$ cat src/design/assert_macros.svh
// Assertion helpers for the queue design.
`ifndef ASSERT_MACROS_SVH
`define ASSERT_MACROS_SVH

// Clocked assertion, disabled while reset is asserted.
`define ASSERT_CLK(label, prop, msg) \
  label: assert property (@(posedge clk) disable iff (!rst_n) prop) else $error(msg);

// Clocked assertion that also holds during reset.
`define ASSERT_ALWAYS(label, prop, msg) \
  label: assert property (@(posedge clk) prop) else $error(msg);

`endif

$ cat src/design/tpq_pkg.sv
// ---------------------------------------------------------------------------
// Time-ordered queue package
// Shared types and operation codes for the sorted priority queue.
// ---------------------------------------------------------------------------
`timescale 1ns / 1ps

package tpq_pkg;

  localparam int unsigned TIME_W = 32;

  typedef enum logic [1:0] {
    FUNC_PUSH  = 2'd0,
    FUNC_POP   = 2'd1,
    FUNC_CLEAR = 2'd2
  } tpq_func_t;

  typedef struct packed {
    logic              act;
    logic [TIME_W-1:0] tstamp;
  } tpq_entry_t;

  typedef struct packed {
    logic       push_en;
    logic       pop_en;
    tpq_entry_t entry;
  } tpq_ctrl_t;

endpackage

$ cat src/design/time_ordered_priority_queue.sv
// ---------------------------------------------------------------------------
// Time-ordered priority queue
// Bounded queue of scheduled activities held sorted by time in a chain of
// cells, earliest at the head; equal times leave in arrival order.
// ---------------------------------------------------------------------------
//  channel | direction | fields (lowest bit first)
//  in_     | slave     | tuser: func; tdata: entry_time, entry_activity
//  out_    | master    | tdata: ok, popped_time, popped_activity, head_time,
//          |           |        head_activity, count, is_empty
//
// All cells compare and shift together in the cycle a request is accepted,
// and the result is registered for the next cycle.
// A new request is taken whenever the output register is empty or being read.
// Reset clears the entry count and the output valid flag; the slots need none.
// A stalled output holds its result and blocks further requests.
`timescale 1ns / 1ps

module time_ordered_priority_queue #(
  parameter int unsigned CAPACITY = 16,
  localparam int unsigned CW      = $clog2(CAPACITY + 1),
  localparam int unsigned OUT_BITS = 68 + CW,
  localparam int unsigned OUT_W   = ((OUT_BITS + 7) / 8) * 8
) (
  input  logic             clk,
  input  logic             rst_n,
  input  logic             in_tvalid,
  output logic             in_tready,
  // [31:0] entry_time, [32] entry_activity
  input  logic [39:0]      in_tdata,
  // [1:0] func
  input  logic [1:0]       in_tuser,
  output logic             out_tvalid,
  input  logic             out_tready,
  // ok, popped_time, popped_activity, head_time, head_activity, count, is_empty
  output logic [OUT_W-1:0] out_tdata
);

  localparam int unsigned TW = tpq_pkg::TIME_W;

  logic                accept;
  logic                is_push;
  logic                is_pop;
  logic                is_clear;
  logic                push_en;
  logic                pop_en;
  logic [CW-1:0]       count_r;
  logic [CW-1:0]       count_nxt;
  tpq_pkg::tpq_ctrl_t  ctrl;
  tpq_pkg::tpq_entry_t cell_q   [CAPACITY];
  tpq_pkg::tpq_entry_t cell_nxt [CAPACITY];
  logic [CAPACITY-1:0] cell_gt;

  logic                out_valid_r;
  logic                ok_r;
  tpq_pkg::tpq_entry_t popped_r;
  tpq_pkg::tpq_entry_t head_r;
  logic [CW-1:0]       out_count_r;
  logic                empty_r;
  logic [OUT_BITS-1:0] out_bits;

  assign in_tready = !out_valid_r || out_tready;
  assign accept    = in_tvalid && in_tready;

  always_comb begin
    is_push  = 1'b0;
    is_pop   = 1'b0;
    is_clear = 1'b0;
    unique case (in_tuser)
      tpq_pkg::FUNC_PUSH:  is_push  = 1'b1;
      tpq_pkg::FUNC_POP:   is_pop   = 1'b1;
      tpq_pkg::FUNC_CLEAR: is_clear = 1'b1;
      default: ;
    endcase
  end

  assign push_en = accept && is_push && (count_r != CW'(CAPACITY));
  assign pop_en  = accept && is_pop && (count_r != '0);

  assign ctrl.push_en      = push_en;
  assign ctrl.pop_en       = pop_en;
  assign ctrl.entry.tstamp = in_tdata[TW-1:0];
  assign ctrl.entry.act    = in_tdata[TW];

  always_comb begin
    priority if (accept && is_clear) begin
      count_nxt = '0;
    end else if (push_en) begin
      count_nxt = count_r + CW'(1);
    end else if (pop_en) begin
      count_nxt = count_r - CW'(1);
    end else begin
      count_nxt = count_r;
    end
  end

  always_ff @(posedge clk) begin
    if (!rst_n) begin
      count_r <= '0;
    end else begin
      count_r <= count_nxt;
    end
  end

  for (genvar i = 0; i < CAPACITY; i++) begin : g_cell
    tpq_pkg::tpq_entry_t left_entry;
    tpq_pkg::tpq_entry_t right_entry;
    logic                left_gt;

    if (i == 0) begin : g_first
      assign left_entry = ctrl.entry;
      assign left_gt    = 1'b0;
    end else begin : g_inner
      assign left_entry = cell_q[i-1];
      assign left_gt    = cell_gt[i-1];
    end

    if (i == CAPACITY - 1) begin : g_last
      assign right_entry = cell_q[i];
    end else begin : g_mid
      assign right_entry = cell_q[i+1];
    end

    tpq_cell #(
      .INDEX (i),
      .CW    (CW)
    ) u_cell (
      .clk         (clk),
      .ctrl        (ctrl),
      .count       (count_r),
      .left_entry  (left_entry),
      .left_gt     (left_gt),
      .right_entry (right_entry),
      .entry_q     (cell_q[i]),
      .entry_nxt   (cell_nxt[i]),
      .gt          (cell_gt[i])
    );
  end

  always_ff @(posedge clk) begin
    if (!rst_n) begin
      out_valid_r <= 1'b0;
    end else if (accept) begin
      out_valid_r <= 1'b1;
    end else if (out_tready) begin
      out_valid_r <= 1'b0;
    end
  end

  always_ff @(posedge clk) begin
    if (accept) begin
      ok_r        <= push_en || pop_en || is_clear;
      popped_r    <= pop_en ? cell_q[0] : '0;
      head_r      <= (count_nxt != '0) ? cell_nxt[0] : '0;
      out_count_r <= count_nxt;
      empty_r     <= count_nxt == '0;
    end
  end

  assign out_bits = {empty_r, out_count_r, head_r.act, head_r.tstamp,
                     popped_r.act, popped_r.tstamp, ok_r};
  assign out_tdata  = OUT_W'(out_bits);
  assign out_tvalid = out_valid_r;

`include "assert_macros.svh"

  `ASSERT_ALWAYS(a_reset_clears, !rst_n |=> (count_r == '0) && !out_valid_r,
                 "reset did not clear the entry count and output valid flag")
  `ASSERT_CLK(a_count_bound, count_r <= CW'(CAPACITY), "entry count exceeds capacity")
  `ASSERT_CLK(a_clear_empties, accept && is_clear |=> count_r == '0, "clear left entries")
  `ASSERT_CLK(a_push_counts, push_en |=> count_r == $past(count_r) + CW'(1),
              "accepted push did not add one entry")
  `ASSERT_CLK(a_empty_flag, out_valid_r |-> (empty_r == (out_count_r == '0)),
              "empty flag disagrees with reported count")

endmodule

$ cat src/design/tpq_cell.sv
// ---------------------------------------------------------------------------
// Queue cell
// One slot of the sorted chain: compares its entry with a pushed one and
// shifts right on insertion or left on removal.
// ---------------------------------------------------------------------------
`timescale 1ns / 1ps

module tpq_cell #(
  parameter int unsigned INDEX = 0,
  parameter int unsigned CW    = 5
) (
  input  logic               clk,
  input  tpq_pkg::tpq_ctrl_t ctrl,
  input  logic [CW-1:0]      count,
  input  tpq_pkg::tpq_entry_t left_entry,
  input  logic               left_gt,
  input  tpq_pkg::tpq_entry_t right_entry,
  output tpq_pkg::tpq_entry_t entry_q,
  output tpq_pkg::tpq_entry_t entry_nxt,
  output logic               gt
);

  tpq_pkg::tpq_entry_t entry_r;
  logic                occupied;
  logic                at_count;

  assign occupied = CW'(INDEX) < count;
  assign at_count = CW'(INDEX) == count;
  assign gt       = occupied && (entry_r.tstamp > ctrl.entry.tstamp);

  always_comb begin
    entry_nxt = entry_r;
    if (ctrl.push_en) begin
      if (left_gt) begin
        entry_nxt = left_entry;
      end else if (gt || at_count) begin
        entry_nxt = ctrl.entry;
      end
    end else if (ctrl.pop_en) begin
      entry_nxt = right_entry;
    end
  end

  always_ff @(posedge clk) begin
    entry_r <= entry_nxt;
  end

  assign entry_q = entry_r;

endmodule

$ cat config.mk
export PLATFORM = sky130hd
export DESIGN_NAME = time_ordered_priority_queue
export DESIGN_NICKNAME = d
export VERILOG_FILES = /design/src/design/tpq_pkg.sv /design/src/design/time_ordered_priority_queue.sv /design/src/design/tpq_cell.sv
export VERILOG_INCLUDE_DIRS = /design/src /design/src/design
export SDC_FILE = /design/constraint.sdc
export NUM_CORES = 2
export LEC_CHECK = 0
export ABC_AREA = 1
export BUFFER_PORTS_ARGS = -buffer_cell sky130_fd_sc_hd__buf_2
export CORE_MARGIN = 4
export CORE_UTILIZATION = 40
export DETAILED_ROUTE_END_ITERATION = 10
export PLACE_DENSITY = 0.58
export RECOVER_POWER = 50
export SETUP_SLACK_MARGIN = 0.05
export SLEW_MARGIN = 20
export SYNTH_ARGS = -nofsm -noshare
export SYNTH_HDL_FRONTEND = slang
export SYNTH_SLANG_ARGS = --single-unit
$ cat constraint.sdc
create_clock -name clk -period 12.6 [get_ports clk]
set_clock_uncertainty 0.2 [all_clocks]
set_input_delay 1.89 -clock clk [delete_from_list [all_inputs] [get_ports clk]]
set_output_delay 1.89 -clock clk [all_outputs]
set_load 0.005 [all_outputs]
Word level (Yosys, flattened, before mapping)
Index checks and enable logic that the tools add are counted.
Storage, ports and cells
  flip-flop bits (word level): 607
  output and inout bits: 82
  word-level logic and storage cells: 241
Cells by class
  add/subtract/negate cells: 2
  order comparisons: 32
  equality and inequality tests: 32
  multiplexer cells: 69
  reduce and logical (&&, ||, !) cells: 65
Operators with widths (number)
  $mux W33: 61
  $gt A32 B32 Y1: 16
  $ne A3 B1 Y1 const B: 14
  $eq A4 B5 Y1 const A: 8
  $lt A4 B5 Y1 const A: 8
  $reduce_and A2 Y1: 15
  $logic_and A1 B1 Y1: 22
  $eq A3 B5 Y1 const A: 4
  $lt A3 B5 Y1 const A: 4
  $logic_or A1 B1 Y1: 19
  $mux W5: 3
  $eq A2 B5 Y1 const A: 2
  $logic_not A5 Y1: 2
  $lt A1 B5 Y1 const A: 2
  $lt A2 B5 Y1 const A: 2
  $reduce_bool A5 Y1: 2
  $reduce_bool A2 Y1: 3
  $add A5 B1 Y5 const B: 1
  $eq A1 B5 Y1 const A: 1
  $mux W1: 5
  $ne A5 B5 Y1 const B: 1
  $sub A5 B1 Y5 const B: 1
  $eq A2 B1 Y1 const B: 1
  $eq A2 B2 Y1 const B: 1
  other kinds (2): 2

Depth between registers and ports, before layout
  word-level depth: 9
  depth in mapped cells: 20
  gate-level depth less buffers: 19

Modules after synthesis
Synthesis repeated with hierarchy kept, for this count alone.
Second synthesis, totals
  cell total of the unflattened synthesis: 9023
  area total of the unflattened synthesis: 56215.2 um^2
Modules (own cells, without submodules)
  time_ordered_priority_queue: times used 1, cells an instance 311, area an instance 3628.5 um^2, sequential area each 2312.2 um^2
  tpq_cell at g_cell[2].u_cell: times used 1, cells an instance 544, area an instance 3414.5 um^2, sequential area each 660.6 um^2
  tpq_cell at g_cell[9].u_cell: times used 1, cells an instance 546, area an instance 3413.3 um^2, sequential area each 660.6 um^2
  tpq_cell at g_cell[5].u_cell: times used 1, cells an instance 545, area an instance 3409.5 um^2, sequential area each 660.6 um^2
  tpq_cell at g_cell[14].u_cell: times used 1, cells an instance 544, area an instance 3408.3 um^2, sequential area each 660.6 um^2
  tpq_cell at g_cell[6].u_cell: times used 1, cells an instance 545, area an instance 3390.8 um^2, sequential area each 660.6 um^2
  tpq_cell at g_cell[4].u_cell: times used 1, cells an instance 545, area an instance 3383.2 um^2, sequential area each 660.6 um^2
  tpq_cell at g_cell[1].u_cell: times used 1, cells an instance 543, area an instance 3382.0 um^2, sequential area each 660.6 um^2
  tpq_cell at g_cell[15].u_cell: times used 1, cells an instance 544, area an instance 3374.5 um^2, sequential area each 660.6 um^2
  tpq_cell at g_cell[7].u_cell: times used 1, cells an instance 543, area an instance 3373.2 um^2, sequential area each 660.6 um^2
  tpq_cell at g_cell[12].u_cell: times used 1, cells an instance 546, area an instance 3208.1 um^2, sequential area each 660.6 um^2
  tpq_cell at g_cell[3].u_cell: times used 1, cells an instance 543, area an instance 3204.3 um^2, sequential area each 660.6 um^2
  tpq_cell at g_cell[11].u_cell: times used 1, cells an instance 546, area an instance 3189.3 um^2, sequential area each 660.6 um^2
  tpq_cell at g_cell[13].u_cell: times used 1, cells an instance 547, area an instance 3181.8 um^2, sequential area each 660.6 um^2
  +3 rows

Least setup slack after synthesis
Ideal clock, no wire load.
  kind: in2reg
  from: in out_tready
  to: reg g_cell[1].u_cell.entry_r (netlist bit g_cell[1].u_cell.entry_q[0]) (enable)
  setup time: 0.424 ns
  data arrival time: 5.801 ns
  data required time: 11.976 ns
  path slack: 6.175 ns
  cell stages on the path: 9
  buffers on the path: 1
  path through: inv_1 nand2_1 nand2_1 inv_1 nand4_4 nand2_2 inv_1 clkbuf_1 nor2_1
Between the ends
  cells in the longest elaborated chain, start to end: 6
  elaborated cells between the ends (all ways): 9
  classes of those cells: eq/ne (1); reduce/logical (8)
RTL lines
  start, declared: RTL line time_ordered_priority_queue.sv:33  | input logic out_tready,
  $logic_or A1 B1 Y1 (*): RTL line time_ordered_priority_queue.sv:61  | assign in_tready = !out_valid_r || out_tready;
  via in_tready: RTL line time_ordered_priority_queue.sv:27  | output logic in_tready,
  $logic_and A1 B1 Y1 (*): RTL line time_ordered_priority_queue.sv:62  | assign accept = in_tvalid && in_tready;
  via accept: RTL line time_ordered_priority_queue.sv:40  | logic accept;
  $logic_and A1 B1 Y1 (on tied branches) (2 in series): RTL line time_ordered_priority_queue.sv:76, time_ordered_priority_queue.sv:77
  $ne A3 B1 Y1 (no source line) / $reduce_bool A2 Y1 (equally long branches)
  $reduce_and A2 Y1 (no source line) (*)
  end signal, assigned: RTL line tpq_cell.sv:45  | entry_r <= entry_nxt;
  end, declared: RTL line tpq_cell.sv:23  | tpq_pkg::tpq_entry_t entry_r;
Mark *: on every way through the listed nets, which the timed path passes. The rest lies on a longest branch.
A chain may end at the register's enable or synchronous reset.

Worst setup path after layout
  from: in in_tdata[31]
  to: reg g_cell[5].u_cell.entry_r (netlist bit g_cell[5].u_cell.entry_q[29]) (enable)
Between the ends
  cells in the longest elaborated chain, start to end: 5
  elaborated cells between the ends (all ways): 7
  classes of those cells: order compare (2); eq/ne (1); reduce/logical (4)
RTL lines
  start, declared: RTL line time_ordered_priority_queue.sv:29  | input logic [39:0] in_tdata,
  $gt A32 B32 Y1: RTL line tpq_cell.sv:29  | assign gt = occupied && (entry_r.tstamp > ctrl.entry.tstamp);
  $logic_and A1 B1 Y1: RTL line tpq_cell.sv:29
  $logic_or A1 B1 Y1: RTL line tpq_cell.sv:36  | end else if (gt || at_count) begin
  $ne A3 B1 Y1 (no source line) (*)
  $reduce_and A2 Y1 (no source line) (*)
  end signal, assigned: RTL line tpq_cell.sv:45
  end, declared: RTL line tpq_cell.sv:23
Mark *: on every way between the ends. The rest lies on a longest branch, timed or not.

==> qor.log <==
qor: floorplan.pin_count 128
qor: layout.multi_input_comb_area 23700 um2
qor: setup_path.timing_worst_setup_path_type in -> reg
qor: route.drt_iter0_markers 2949
qor: route.postRouteWirelength 125000 um
qor: yosys.synth.cell_area 43800 um2
qor: floorplan.design.die.area 115000 um2
qor: sta.layout_setup_ws 4430 ps
qor: route.num_vias 36.8k
qor: sta.final_max_slew_viol_count 984
qor: yosys.synth_top_family_by_area simple AND/OR/NAND/NOR gates
qor: clocking.cts.clk_slew.worst_paths 60 ps
qor: clocking.cts_tree done
qor: floorplan.fp.dieH 339 um
qor: sta.slew_headroom -144%
qor: yosys.yosys.area_share.adder 14.8%
qor: placement.hpwlAfterDp 94200 um
qor: sta.hold_slack 310 ps
qor: pwr.vdd.ir_drop.worst 0.0854 mV
qor: setup_path.crit_path_end_kind flip-flop
qor: sta.rsz0062_at_grt false
qor: pwr.static-leakage-power 22.2 nW
qor: pwr.power.share.switching 30.0%
qor: route.post-route-drc-count 0
qor: yosys.asyncSetResetFlopFracSynth 0%
qor: layout.final_layout_size_suffix_gt1_share 5.04%
qor: global_route.antenna_violations_before_repair 0
qor: clocking.insertion_delay 640 ps
qor: route.drt.antenna.violating_nets 0
qor: clocking.ctsResizeCount 0
qor: yosys.dominantRegCellSynth edfxtp_1
qor: clocking.max-clock-path-buffers 3
qor: pwr.power_density 122 nW/um2
qor: clocking.cts.sinks 607
qor: global_route.use_met1 28.5%
qor: job.maxCapViolations 26
qor: placement.placement.io_buffers 113
qor: floorplan.initial_core_util 40.3%
qor: outcome.outcome complete, but fails checks
qor: setup_path.crit_required 12720 ps
qor: yosys.post_synth_xor_area_fraction 0.0600%
qor: global_route.grt_busiest_layer met2
qor: clocking.postCtsSetupRepairBufs 0
qor: pwr.internal_power 4.12 mW
qor: clocking.h_tree_depth_reported_by_cts 3
qor: route.drt-wirelength-per-cell 17.8 um
qor: floorplan.rows 121
qor: global_route.largest_net_degree_at_the_start_of_global_routing 207
qor: route.drt_pass1_iterations 8
qor: placement.post-place-ws 5940 ps
qor: sta.tns 0 ps
qor: placement.routability_driven_placement_congestion_ratio 0.873
qor: layout.antennaDiodeCount 0
qor: global_route.via_count_of_the_first_global_routing_pass 36.8k
qor: setup_path.timing.critical_path.from_type primary input
qor: yosys.postSynthCellCount 5591
qor: layout.layoutNonFillerInstCount 7044
qor: pwr.pwr-share-seq 42.4%
qor: yosys.ys_types 46
qor: yosys.synth-compound-area-share 7.03%
qor: yosys.yosys_register_bits 607
qor: layout.regArea 17800 um2
qor: layout.design.final.nets 6136
qor: yosys.number_of_enable_flip_flop_cells_after_synthesis 568
qor: global_route.grt.met3_usage 2.71%
qor: global_route.globalRoute.totalOverflow 0
qor: clocking.cts_inserted_buffers 74
qor: yosys.synth.mux.area_fraction 0%
qor: yosys.seq_area_frac_synth 40.7%
qor: global_route.global_route.usage.total 21.4%
qor: sta.fmax 122 MHz
qor: pwr.pwr-share-clk 38.5%
qor: yosys.yosysWarnings 0
qor: layout.synthToLayoutAreaGrowth 9.77%
qor: pwr.p_sw 1.77 mW
qor: floorplan.die_w 339 um
qor: sta.final-setup-viol-count 0
qor: yosys.post_synth.cell_area_avg 7.83 um2
qor: floorplan.placeable_core_region 109000 um2
qor: clocking.clockRootBuffer clkbuf_16
qor: placement.placed_cells_incl_taps 6910
qor: global_route.globalRouteMet2Util 36.5%
qor: global_route.grt_first_pass_wirelength 201000 um
qor: yosys.yosys.area_share.simple 32.0%
qor: min_path.holdCritPathClass reg -> reg
qor: outcome.violations max-capacitance violations, max-slew violations
qor: sta.worst_pin_slew 3660 ps
qor: route.avgViaCountPerCell 5.22
qor: sta.final_hold_vios 0
qor: sta.final.min_clock_period 8170 ps
qor: setup_path.path_max_fanout 35
qor: layout.fillCellCount 11.0k
qor: pwr.combPwrFrac 19.0%
qor: sta.post-route-period-util 64.8%
qor: clocking.cts-hold-fix-buffers 0
qor: setup_path.critical_path_arrival 8290 ps
==> state kept, by name, indices dropped and copies added (netlist names) <==
name                   flops
empty_r                    1
out_tdata                 66
count_r                    5
out_count_r                5
g_cell.u_cell.entry_q    528
out_tvalid                 1
ok_r                       1
==> routing by layer <==
| metal | routed length [um] | up-vias |
|---|---|---|
| met5 | 0 | - |
| met4 | 3230 | 0 |
| met3 | 6710 | 172 |
| met2 | 58200 | 896 |
| met1 | 57300 | 16800 |
| li1 | - | 18900 |
==> logic make-up after synthesis <==
group,count (synthesis)
and+or+nand+nor,3318
xor gates and xnor gates,3
other,1
AOI/OAI and AO/OA,559
DFF,607
buffers and inverters,586
adders and majority gates,517
==> stage by stage <==
step	cell area, um2	utilization, %	power (mW)
after floorplan	43800	-	3.31
after CTS	48200	44.3	5.95
after detailed placement	45700	42.0	3.66
final	48100	44.2	5.89
after global placement	45700	42.0	3.63
after global routing	48100	44.2	6.21
==> synth_stat cells (2+ instances only) <==
cell type	instances	share of area [%]
a31oi_2	2	0.057
inv_1	276	2.4
ha_1	517	15
nand4_4	2	0.097
a21o_1	2	0.034
nand2_2	2	0.029
nand3_1	565	6.5
clkbuf_1	197	1.7
nor2_1	213	1.8
or2_2	2	0.029
dfxtp_1	39	1.8
nand4_1	62	0.89
buf_2	74	0.85
buf_4	14	0.24
nor3_1	18	0.21
o21a_1	24	0.41
nor2_8	2	0.091
a41oi_1	2	0.040
nor4_1	13	0.19
o211ai_1	14	0.24
nand3b_1	136	2.3
o21ai_0	124	1.4
edfxtp_1	568	39
inv_2	3	0.026
nand2_1	2295	20
nor2_2	2	0.029
buf_6	5	0.13
a21oi_1	312	3.6
a22oi_1	33	0.57
xor2_1	3	0.060
o22ai_1	33	0.47
buf_1	17	0.15
a31oi_1	5	0.071
a211oi_1	2	0.034
o21bai_1	2	0.034
==> final timing paths <==
check | from | endpoint | slack, ps | cells after the start
max | in_tdata[31] | g_cell[5].u_cell.entry_q[29] | 4430 | 17
min reg2reg | g_cell[15].u_cell.entry_q[32] | g_cell[14].u_cell.entry_q[32] | 310 | 2
min | g_cell[15].u_cell.entry_q[32] | g_cell[14].u_cell.entry_q[32] | 310 | 2
max reg2reg | out_tvalid | out_tdata[45] | 5740 | 13
==> worst max-delay path, cell delays in order <==
cell	delay (ps)
clkbuf_1	500
inv_1	150
clkbuf_1	560
ha_1	550
nand2_1	70
nor2_1	130
nand2_1	130
nor4_1	770
nand2_1	120
nand2_1	90
clkbuf_1	1100
nand2_1	90
clkbuf_1	700
nand2_1	250
nor2_1	80
nor2_2	660
buf_4	390
==> layout by cell type, fill, tap and decap left out, drive strengths merged, types with 3 or more instances in the layout <==
cell type,instances
a21oi,313
a22oi,33
a31oi,7
a41oi,3
buf,140
bufinv,7
clkbuf,172
clkinv,15
clkinvlp,6
conb,7
dfxtp,39
edfxtp,568
ha,517
inv,279
nand2,2298
nand3,565
nand3b,136
nand4,64
nor2,218
nor3,19
nor4,13
o211ai,14
o21a,24
o21ai,125
o22ai,33
or2,3
xor2,3
==> power by group through the flow <==
stage               Combinational, mW  Clock (mW)  Sequential [mW]
floorplan                       0.805           0             2.51
global placement                 1.10           0             2.53
detailed placement               1.12           0             2.54
CTS                              1.13        2.32             2.50
global route                     1.29        2.40             2.52
finish                           1.12        2.27             2.50
==> cell type report <==
| class | count | area share, % |
|---|---|---|
| Inverter | 279 | 2.19 |
| Sequential cell | 607 | 37.1 |
| Clock buffer | 105 | 4.62 |
| Multi-Input combinational cell | 4404 | 49.3 |
| Clock inverter | 28 | 0.672 |
| Timing Repair Buffer | 207 | 2.39 |
| Tap cell | 1414 | 3.68 |
Note: power is estimated with default switching activity, not from simulation.
